[config.mk]
export PLATFORM = sky130hd
export DESIGN_NAME = caching_lock_manager_core
export DESIGN_NICKNAME = d
export VERILOG_FILES = /design/src/design/clm_pkg.sv /design/src/design/caching_lock_manager_core.sv /design/src/design/clm_ram.sv /design/src/design/clm_decide.sv
export SDC_FILE = /design/constraint.sdc
export NUM_CORES = 2
export LEC_CHECK = 0
export ABC_AREA = 1
export BUFFER_PORTS_ARGS = -buffer_cell sky130_fd_sc_hd__buf_4
export CAP_MARGIN = 5
export CORE_UTILIZATION = 40
export CTS_BUF_LIST = sky130_fd_sc_hd__clkbuf_8
export DETAILED_ROUTE_END_ITERATION = 8
export PLACE_DENSITY = 0.61
export SLEW_MARGIN = 20
export SYNTH_ARGS = -nofsm -noshare
export SYNTH_HDL_FRONTEND = slang
export SYNTH_HIERARCHICAL = 1
export SYNTH_SLANG_ARGS = --single-unit
[constraint.sdc]
create_clock -name i_clk -period 12.12 [get_ports i_clk]
set_input_delay 1.212 -clock i_clk [delete_from_list [all_inputs] [get_ports i_clk]]
set_output_delay 1.212 -clock i_clk [all_outputs]
set_load 0.01 [all_outputs]
[src/design/clm_pkg.sv]
// Shared types and constants for the caching lock manager.
// Used by clm_decide, caching_lock_manager_core and the testbench; depends on nothing.
`timescale 1ns / 1ps

package clm_pkg;

    localparam int LOCK_W     = 6;
    localparam int CLIENT_W   = 4;
    localparam int LOCK_COUNT = 2 ** LOCK_W;
    // The waiter queue depth must be a power of two: slots wrap by truncation.
    localparam int WAIT_DEPTH = 8;
    localparam int HEAD_W     = $clog2(WAIT_DEPTH);
    localparam int CNT_W      = $clog2(WAIT_DEPTH + 1);
    localparam int FIFO_AW    = LOCK_W + HEAD_W;
    localparam int FIFO_DEPTH = LOCK_COUNT * WAIT_DEPTH;

    localparam logic       ACT_ACQUIRE = 1'b0;
    localparam logic       ACT_RELEASE = 1'b1;

    localparam logic [1:0] RS_OK    = 2'd0;
    localparam logic [1:0] RS_RETRY = 2'd1;
    localparam logic [1:0] RS_FULL  = 2'd2;

    localparam logic       NK_REVOKE = 1'b0;
    localparam logic       NK_RETRY  = 1'b1;

    typedef enum logic [1:0] {
        PH_FREE     = 2'd0,
        PH_HELD     = 2'd1,
        PH_REVOKING = 2'd2,
        PH_RETRYING = 2'd3
    } t_phase;

    typedef struct packed {
        logic                action;
        logic [LOCK_W-1:0]   lock_id;
        logic [CLIENT_W-1:0] client_id;
    } t_in_item;

    typedef struct packed {
        logic [1:0]          reply_status;
        logic                notify_valid;
        logic                notify_kind;
        logic [CLIENT_W-1:0] notify_client;
        logic [LOCK_W-1:0]   notify_lock;
    } t_out_item;

    // Per-lock record; an all-zero record is a free lock with an empty queue.
    typedef struct packed {
        t_phase              phase;
        logic [CLIENT_W-1:0] holder;
        logic [HEAD_W-1:0]   head;
        logic [CNT_W-1:0]    count;
    } t_lock_rec;

    localparam int REC_W = $bits(t_lock_rec);

    typedef struct packed {
        t_lock_rec           next_rec;
        logic                push;
        logic [HEAD_W-1:0]   push_slot;
        logic                pop;
        t_out_item           result;
    } t_decision;

endpackage

[src/design/caching_lock_manager_core.sv]
// Caching lock manager: lock table with revoke and retry notices.
// Depends on clm_pkg, clm_ram and clm_decide.
`timescale 1ns / 1ps

// The block takes one request per clock whenever busy is low, which is every
// cycle except the first one after reset. Each request produces exactly one
// result beat, marked by o_valid, registered through stage 1 and stage 2, in
// request order. The receiver cannot hold results off; none is ever dropped.
// The lock record memory is read in the accept cycle and the waiter queue in
// the following cycle; back-to-back requests to the same lock are forwarded
// around the lock record and retrier memories.
module caching_lock_manager_core (
    input  logic               i_clk,
    input  logic               i_rst_n,
    input  logic               start,
    output logic               busy,
    input  clm_pkg::t_in_item  i_item,
    output logic               o_valid,
    output clm_pkg::t_out_item o_result
);

    // Stage 1: request with its lock record.
    logic                            r_s1_vld;
    clm_pkg::t_in_item               r_s1_item;
    logic                            r_s1_rvld;
    logic                            r_s1_rec_hit;
    clm_pkg::t_lock_rec              r_s1_rec_byp;
    logic                            r_s1_ret_hit;
    logic [clm_pkg::CLIENT_W-1:0]    r_s1_ret_byp;

    // Stage 2: result, waiting only for the popped waiter.
    logic                            r_s2_vld;
    logic                            r_s2_pop;
    logic [clm_pkg::LOCK_W-1:0]      r_s2_lock;
    clm_pkg::t_out_item              r_s2_res;

    logic                            r_busy;
    logic [clm_pkg::LOCK_COUNT-1:0]  r_rec_vld;

    logic                            accept;
    logic [clm_pkg::REC_W-1:0]       rec_rdata;
    logic [clm_pkg::CLIENT_W-1:0]    ret_rdata;
    logic [clm_pkg::CLIENT_W-1:0]    fifo_rdata;
    clm_pkg::t_lock_rec              s1_rec;
    logic [clm_pkg::CLIENT_W-1:0]    s1_retrier;
    clm_pkg::t_decision              dec;
    logic                            s2_pop_same;

    assign accept = start && !r_busy;
    assign busy   = r_busy;

    clm_ram #(
        .WIDTH (clm_pkg::REC_W),
        .DEPTH (clm_pkg::LOCK_COUNT)
    ) u_rec_ram (
        .i_clk   (i_clk),
        .i_we    (r_s1_vld),
        .i_waddr (r_s1_item.lock_id),
        .i_wdata (dec.next_rec),
        .i_raddr (i_item.lock_id),
        .o_rdata (rec_rdata)
    );

    clm_ram #(
        .WIDTH (clm_pkg::CLIENT_W),
        .DEPTH (clm_pkg::LOCK_COUNT)
    ) u_ret_ram (
        .i_clk   (i_clk),
        .i_we    (r_s2_vld && r_s2_pop),
        .i_waddr (r_s2_lock),
        .i_wdata (fifo_rdata),
        .i_raddr (i_item.lock_id),
        .o_rdata (ret_rdata)
    );

    clm_ram #(
        .WIDTH (clm_pkg::CLIENT_W),
        .DEPTH (clm_pkg::FIFO_DEPTH)
    ) u_fifo_ram (
        .i_clk   (i_clk),
        .i_we    (r_s1_vld && dec.push),
        .i_waddr ({r_s1_item.lock_id, dec.push_slot}),
        .i_wdata (r_s1_item.client_id),
        .i_raddr ({r_s1_item.lock_id, s1_rec.head}),
        .o_rdata (fifo_rdata)
    );

    // The newest copy of a record wins: the one written at the accept edge is
    // bypassed, a never-written record reads as a free lock.
    always_comb begin
        if (r_s1_rec_hit) begin
            s1_rec = r_s1_rec_byp;
        end else if (r_s1_rvld) begin
            s1_rec = clm_pkg::t_lock_rec'(rec_rdata);
        end else begin
            s1_rec = '0;
        end
    end

    assign s2_pop_same = r_s2_vld && r_s2_pop && (r_s2_lock == r_s1_item.lock_id);

    always_comb begin
        priority if (s2_pop_same) begin
            s1_retrier = fifo_rdata;
        end else if (r_s1_ret_hit) begin
            s1_retrier = r_s1_ret_byp;
        end else begin
            s1_retrier = ret_rdata;
        end
    end

    clm_decide u_decide (
        .i_item    (r_s1_item),
        .i_rec     (s1_rec),
        .i_retrier (s1_retrier),
        .o_dec     (dec)
    );

    always_ff @(posedge i_clk) begin
        if (!i_rst_n) begin
            r_busy    <= 1'b1;
            r_s1_vld  <= 1'b0;
            r_s2_vld  <= 1'b0;
            r_rec_vld <= '0;
        end else begin
            r_busy   <= 1'b0;
            r_s1_vld <= accept;
            r_s2_vld <= r_s1_vld;
            if (r_s1_vld) begin
                r_rec_vld[r_s1_item.lock_id] <= 1'b1;
            end
        end
    end

    always_ff @(posedge i_clk) begin
        if (accept) begin
            r_s1_item    <= i_item;
            r_s1_rvld    <= r_rec_vld[i_item.lock_id];
            r_s1_rec_hit <= r_s1_vld && (r_s1_item.lock_id == i_item.lock_id);
            r_s1_rec_byp <= dec.next_rec;
            r_s1_ret_hit <= r_s2_vld && r_s2_pop && (r_s2_lock == i_item.lock_id);
            r_s1_ret_byp <= fifo_rdata;
        end
        r_s2_pop  <= dec.pop;
        r_s2_lock <= r_s1_item.lock_id;
        r_s2_res  <= dec.result;
    end

    assign o_valid = r_s2_vld;

    always_comb begin
        o_result = r_s2_res;
        if (r_s2_pop) begin
            o_result.notify_client = fifo_rdata;
        end
    end

endmodule

[src/design/clm_ram.sv]
// Generic single-write, single-read RAM with registered read data.
// Read during a write to the same address returns the old contents.
`timescale 1ns / 1ps

module clm_ram #(
    parameter int WIDTH = 8,
    parameter int DEPTH = 64
) (
    input  logic                     i_clk,
    input  logic                     i_we,
    input  logic [$clog2(DEPTH)-1:0] i_waddr,
    input  logic [WIDTH-1:0]         i_wdata,
    input  logic [$clog2(DEPTH)-1:0] i_raddr,
    output logic [WIDTH-1:0]         o_rdata
);

    logic [WIDTH-1:0] r_mem [DEPTH];
    logic [WIDTH-1:0] r_rdata;

    always_ff @(posedge i_clk) begin
        if (i_we) begin
            r_mem[i_waddr] <= i_wdata;
        end
        r_rdata <= r_mem[i_raddr];
    end

    assign o_rdata = r_rdata;

endmodule

[src/design/clm_decide.sv]
// Next-state and reply logic for one request against one lock record.
// Depends on clm_pkg.
`timescale 1ns / 1ps

module clm_decide (
    input  clm_pkg::t_in_item                i_item,
    input  clm_pkg::t_lock_rec               i_rec,
    input  logic [clm_pkg::CLIENT_W-1:0]     i_retrier,
    output clm_pkg::t_decision               o_dec
);

    logic full;
    logic has_waiters;

    assign full        = (i_rec.count == clm_pkg::CNT_W'(clm_pkg::WAIT_DEPTH));
    assign has_waiters = (i_rec.count != '0);

    always_comb begin
        o_dec                      = '0;
        o_dec.next_rec             = i_rec;
        o_dec.push_slot            = clm_pkg::HEAD_W'(i_rec.head + i_rec.count);
        o_dec.result.reply_status  = clm_pkg::RS_OK;

        if (i_item.action == clm_pkg::ACT_ACQUIRE) begin
            unique case (i_rec.phase)
                clm_pkg::PH_FREE: begin
                    o_dec.next_rec.holder = i_item.client_id;
                    o_dec.next_rec.phase  = clm_pkg::PH_HELD;
                end
                clm_pkg::PH_HELD: begin
                    if (full) begin
                        o_dec.result.reply_status = clm_pkg::RS_FULL;
                    end else begin
                        o_dec.push                 = 1'b1;
                        o_dec.next_rec.phase       = clm_pkg::PH_REVOKING;
                        o_dec.result.reply_status  = clm_pkg::RS_RETRY;
                        o_dec.result.notify_valid  = 1'b1;
                        o_dec.result.notify_kind   = clm_pkg::NK_REVOKE;
                        o_dec.result.notify_client = i_rec.holder;
                    end
                end
                clm_pkg::PH_REVOKING: begin
                    if (full) begin
                        o_dec.result.reply_status = clm_pkg::RS_FULL;
                    end else begin
                        o_dec.push                = 1'b1;
                        o_dec.result.reply_status = clm_pkg::RS_RETRY;
                    end
                end
                clm_pkg::PH_RETRYING: begin
                    if (i_item.client_id == i_retrier) begin
                        o_dec.next_rec.holder = i_item.client_id;
                        if (has_waiters) begin
                            // Others are still queued, so the new holder is
                            // asked to give the lock back right away.
                            o_dec.next_rec.phase       = clm_pkg::PH_REVOKING;
                            o_dec.result.notify_valid  = 1'b1;
                            o_dec.result.notify_kind   = clm_pkg::NK_REVOKE;
                            o_dec.result.notify_client = i_item.client_id;
                        end else begin
                            o_dec.next_rec.phase = clm_pkg::PH_HELD;
                        end
                    end else if (full) begin
                        o_dec.result.reply_status = clm_pkg::RS_FULL;
                    end else begin
                        o_dec.push                = 1'b1;
                        o_dec.result.reply_status = clm_pkg::RS_RETRY;
                    end
                end
                default: begin
                    o_dec.next_rec = i_rec;
                end
            endcase
        end else if (i_rec.phase != clm_pkg::PH_FREE) begin
            o_dec.next_rec.holder = '0;
            if (has_waiters) begin
                // The popped client arrives from the queue memory in the next cycle.
                o_dec.pop                 = 1'b1;
                o_dec.next_rec.head       = i_rec.head + clm_pkg::HEAD_W'(1);
                o_dec.next_rec.count      = i_rec.count - clm_pkg::CNT_W'(1);
                o_dec.next_rec.phase      = clm_pkg::PH_RETRYING;
                o_dec.result.notify_valid = 1'b1;
                o_dec.result.notify_kind  = clm_pkg::NK_RETRY;
            end else begin
                o_dec.next_rec.phase = clm_pkg::PH_FREE;
            end
        end

        if (o_dec.push) begin
            o_dec.next_rec.count = i_rec.count + clm_pkg::CNT_W'(1);
        end

        if (o_dec.result.notify_valid) begin
            o_dec.result.notify_lock = i_item.lock_id;
        end
    end

endmodule

==> summary.md <==
| Metric | Value |
|---|---|
| IO Port Bufs | `29` |
| Starting density of the core | `40.2%` |
| DIE AREA | `340000 µm²` |
| Hold WS | `398 ps` |
| Clock latency on the worst-skew pair | `1020 ps` |
| First-pass GRT wire length | `532000 µm` |
| Avg Synthesized Cell Area | `11.4 µm²` |
| Final ANT Viol Nets | `0` |
| Status | `complete, no violations` |
| Worst slew pin tran | `1220 ps` |
| CP max FO | `47` |
| Setup Buffers After CTS | `0` |
| Relative slew slack | `19.0%` |
| CP Class | `reg -> reg` |
| First-pass DRT Iterations | `5` |
| DR iter-0 viols | `9690` |
| Top cell family by delay on the critical path | `simple AND/OR/NAND/NOR gates` |
| Fmax | `0.152 GHz` |
| Fill cells | `31200` |
| I/O Pins | `30` |
| Pins Over Slew Limit | `0` |
| Clock root buffer | `clkbuf_8` |
| Max IR drop VDD | `96.2 µV` |
| Global route overflow | `0` |
| Crit path arrival time | `7220 ps` |
| Core area | `337000 µm²` |
| Clk slew on worst S/H paths | `60 ps` |
| Worst hold path cell count | `1` |
| Leakage dissipation | `52.0 nW` |
| Min-Delay Path Class | `in -> reg` |
| Sequential fraction of the synthesis area | `71.9%` |
| Layout net count | `11800` |
| CP Depth | `21` |
| Die width | `583 µm` |
| Commonest non-fill, non-tap cells in the layout | `nand2_1 (3650), edfxtp_1 (3167), nand3_1 (3041)` |
| H-tree levels | `6` |
| CTS Hold Buffers Added | `0` |
| Syn Inst Count | `11900` |
| Initial antenna violation count | `8` |
| Setup TNS | `0 ps` |
| Tmin final | `6570 ps` |
| Area grow syn2layout | `9.66%` |
| Commonest non-fill, non-tap cell in the layout | `nand2_1` |
| CP Launch Type | `flop` |
| CP endpoint kind | `flop` |
| Largest net degree at the start of global routing | `260` |
| FFs w/ async S/R, synth | `0%` |
| Crit path cell chain | `buf_4 -> inv_2 -> o22ai_1 -> nor2_1 -> nand3_2 -> nor2_1 -> a21oi_1 -> nand2_1 -> nand2_1 -> nor2_2 -> nand2_2 -> nand2_4 -> nand2_4 -> nand3_4 -> inv_2 -> nand2_1 -> inv_1 -> inv_1 -> nor3_1 -> nand2_4 -> nor2_1` |
| Worst Path Buf+Inv | `5` |
| Num CTS Buffers | `530` |
| Main synth FF type | `edfxtp_1` |
| Clock sink count | `3276` |
| GRT Util Overall | `20.5%` |
| # setup viols final | `0` |
| Share of layout cells above drive strength 1 | `8.04%` |
| Max stage delay on crit path | `1030 ps` |
| Num rows | `213` |
| Max Root-Sink Buffers | `4` |
| Vias | `89400` |
| Detailed Place HPWL | `187000 µm` |
| CTS tree | `built` |
| DRC | `0` |
| Vias in the first global route | `86600` |
| Register area | `97300 µm²` |
| Post-Syn Area | `135000 µm²` |
| EDFF count, synth | `3167` |
| Die Y | `583 µm` |
| Yosys reg bits | `3276` |
| GP Congestion | `0.826` |
| # resized after CTS | `0` |
| Worst r2r path cells | `21` |
| PD cells | `155 nW/µm²` |
| Worst Path Required | `12770 ps` |
| Fin. Hold Viols | `0` |
| Final Cycle Share | `54.2%` |
| Syn. warnings | `6` |
| Max Cap Viol | `0` |
| Footprint of the multi-input gates | `33600 µm²` |
| Synth unique cells | `42` |
| Drt total wl | `358000 µm` |
| Critical Path Slowest Stage Cell | `edfxtp_1` |
| Post-Route Skew | `80.9 ps` |
| Syn nets | `11900` |
| Average routed wire per standard cell | `21.5 µm` |
| Vias per cell | `5.36` |
| RSZ-0062 raised after global routing | `no` |
-- cell type report --
cell class | instances | share of cell area [%]
diodes | 4 | 0.00675
clock buffers | 559 | 5.19
clock inverters | 350 | 1.17
inverters | 126 | 0.360
multi-input cells | 7651 | 22.7
flip-flops and latches | 3276 | 65.6
well taps | 4515 | 3.81
repair buffers | 208 | 1.20
-- metal layers --
metal,routed length (µm),track usage [%],part of all wire (%),up-vias
li1,-,-,-,41500
met1,152000,28.1,42,43600
met2,168000,33.3,47,3604
met3,27900,3.13,7.8,629
met4,11000,7.05,3.1,0
met5,0,0,0,-
-- synthesized netlist by cell type, drive strengths merged, types with 2 or more instances --
cell type	instances	share of area [%]
o21ai	14	0.057
xor2	6	0.039
buf	634	2.6
nor4	27	0.22
clkbuf	177	0.49
mux2	2	0.017
o22ai	5	0.023
clkinv	3	0.0083
ha	9	0.083
a21oi	80	0.30
dfxtp	109	1.6
inv	123	0.35
mux2i	3	0.022
o211ai	3	0.017
nor2	720	2.0
nor3	27	0.13
xnor2	5	0.032
nand3	3044	11
edfxtp	3167	70
nand2	3681	10
nand4	20	0.093
o2111ai	2	0.013
-- kinds of logic (layout without fill, tap and decap cells) --
logic type	count (synthesis)	count (layout)	synth area share, %
buf+inv	937	1243	3.45
other cells	0	4	0
xor+xnor	11	11	0.0712
simple gates	7520	7520	24.0
compound gates	105	105	0.413
flops	3276	3276	71.9
fa+ha+maj	10	10	0.0981
mux	5	5	0.0389
-- stage by stage --
stage,util [%],setup slack (ps),total power (W),instance area (µm²),std cells
6_report,44.1,5550,0.0229,148000,16700
2_1_floorplan,-,1810,0.0140,135000,11900
3_5_place_dp,41.2,5640,0.0145,139000,15800
5_1_grt,44.1,5170,0.0237,148000,16700
4_1_cts,44.0,5640,0.0231,148000,16700
3_3_place_gp,41.2,5780,0.0145,139000,15800
-- path summary, 6_finish.rpt --
| path | end | startpoint | slack [ps] |
|---|---|---|---|
| max | u_fifo_ram/r_mem[21][0] | r_s1_item[4] | 5550 |
| min | r_s1_item[3] | i_item[3] | 400 |
| max reg2reg | u_fifo_ram/r_mem[21][0] | r_s1_item[4] | 5550 |
| min reg2reg | r_rec_vld[55] | r_rec_vld[55] | 460 |
-- report_power, final --
group / internal (W) / switching (W)
sequential: 0.0125 / 0.0000252
combinational: 0.000402 / 0.00131
clock: 0.00444 / 0.00423
-- flip-flops by register name, summed over array words and instances, names as in the netlist, 4 cells and up --
name	count
u_fifo_ram/r_mem	2048
u_rec_ram/r_mem	832
u_ret_ram/r_mem	256
r_rec_vld	64
r_s1_rec_byp	13
u_rec_ram/o_rdata	13
r_s1_item	11
o_result	10
r_s2_lock	6
r_s1_ret_byp	4
r_s2_res	4
u_fifo_ram/o_rdata	4
u_ret_ram/o_rdata	4
No activity file was read; power rests on OpenSTA's default activity.
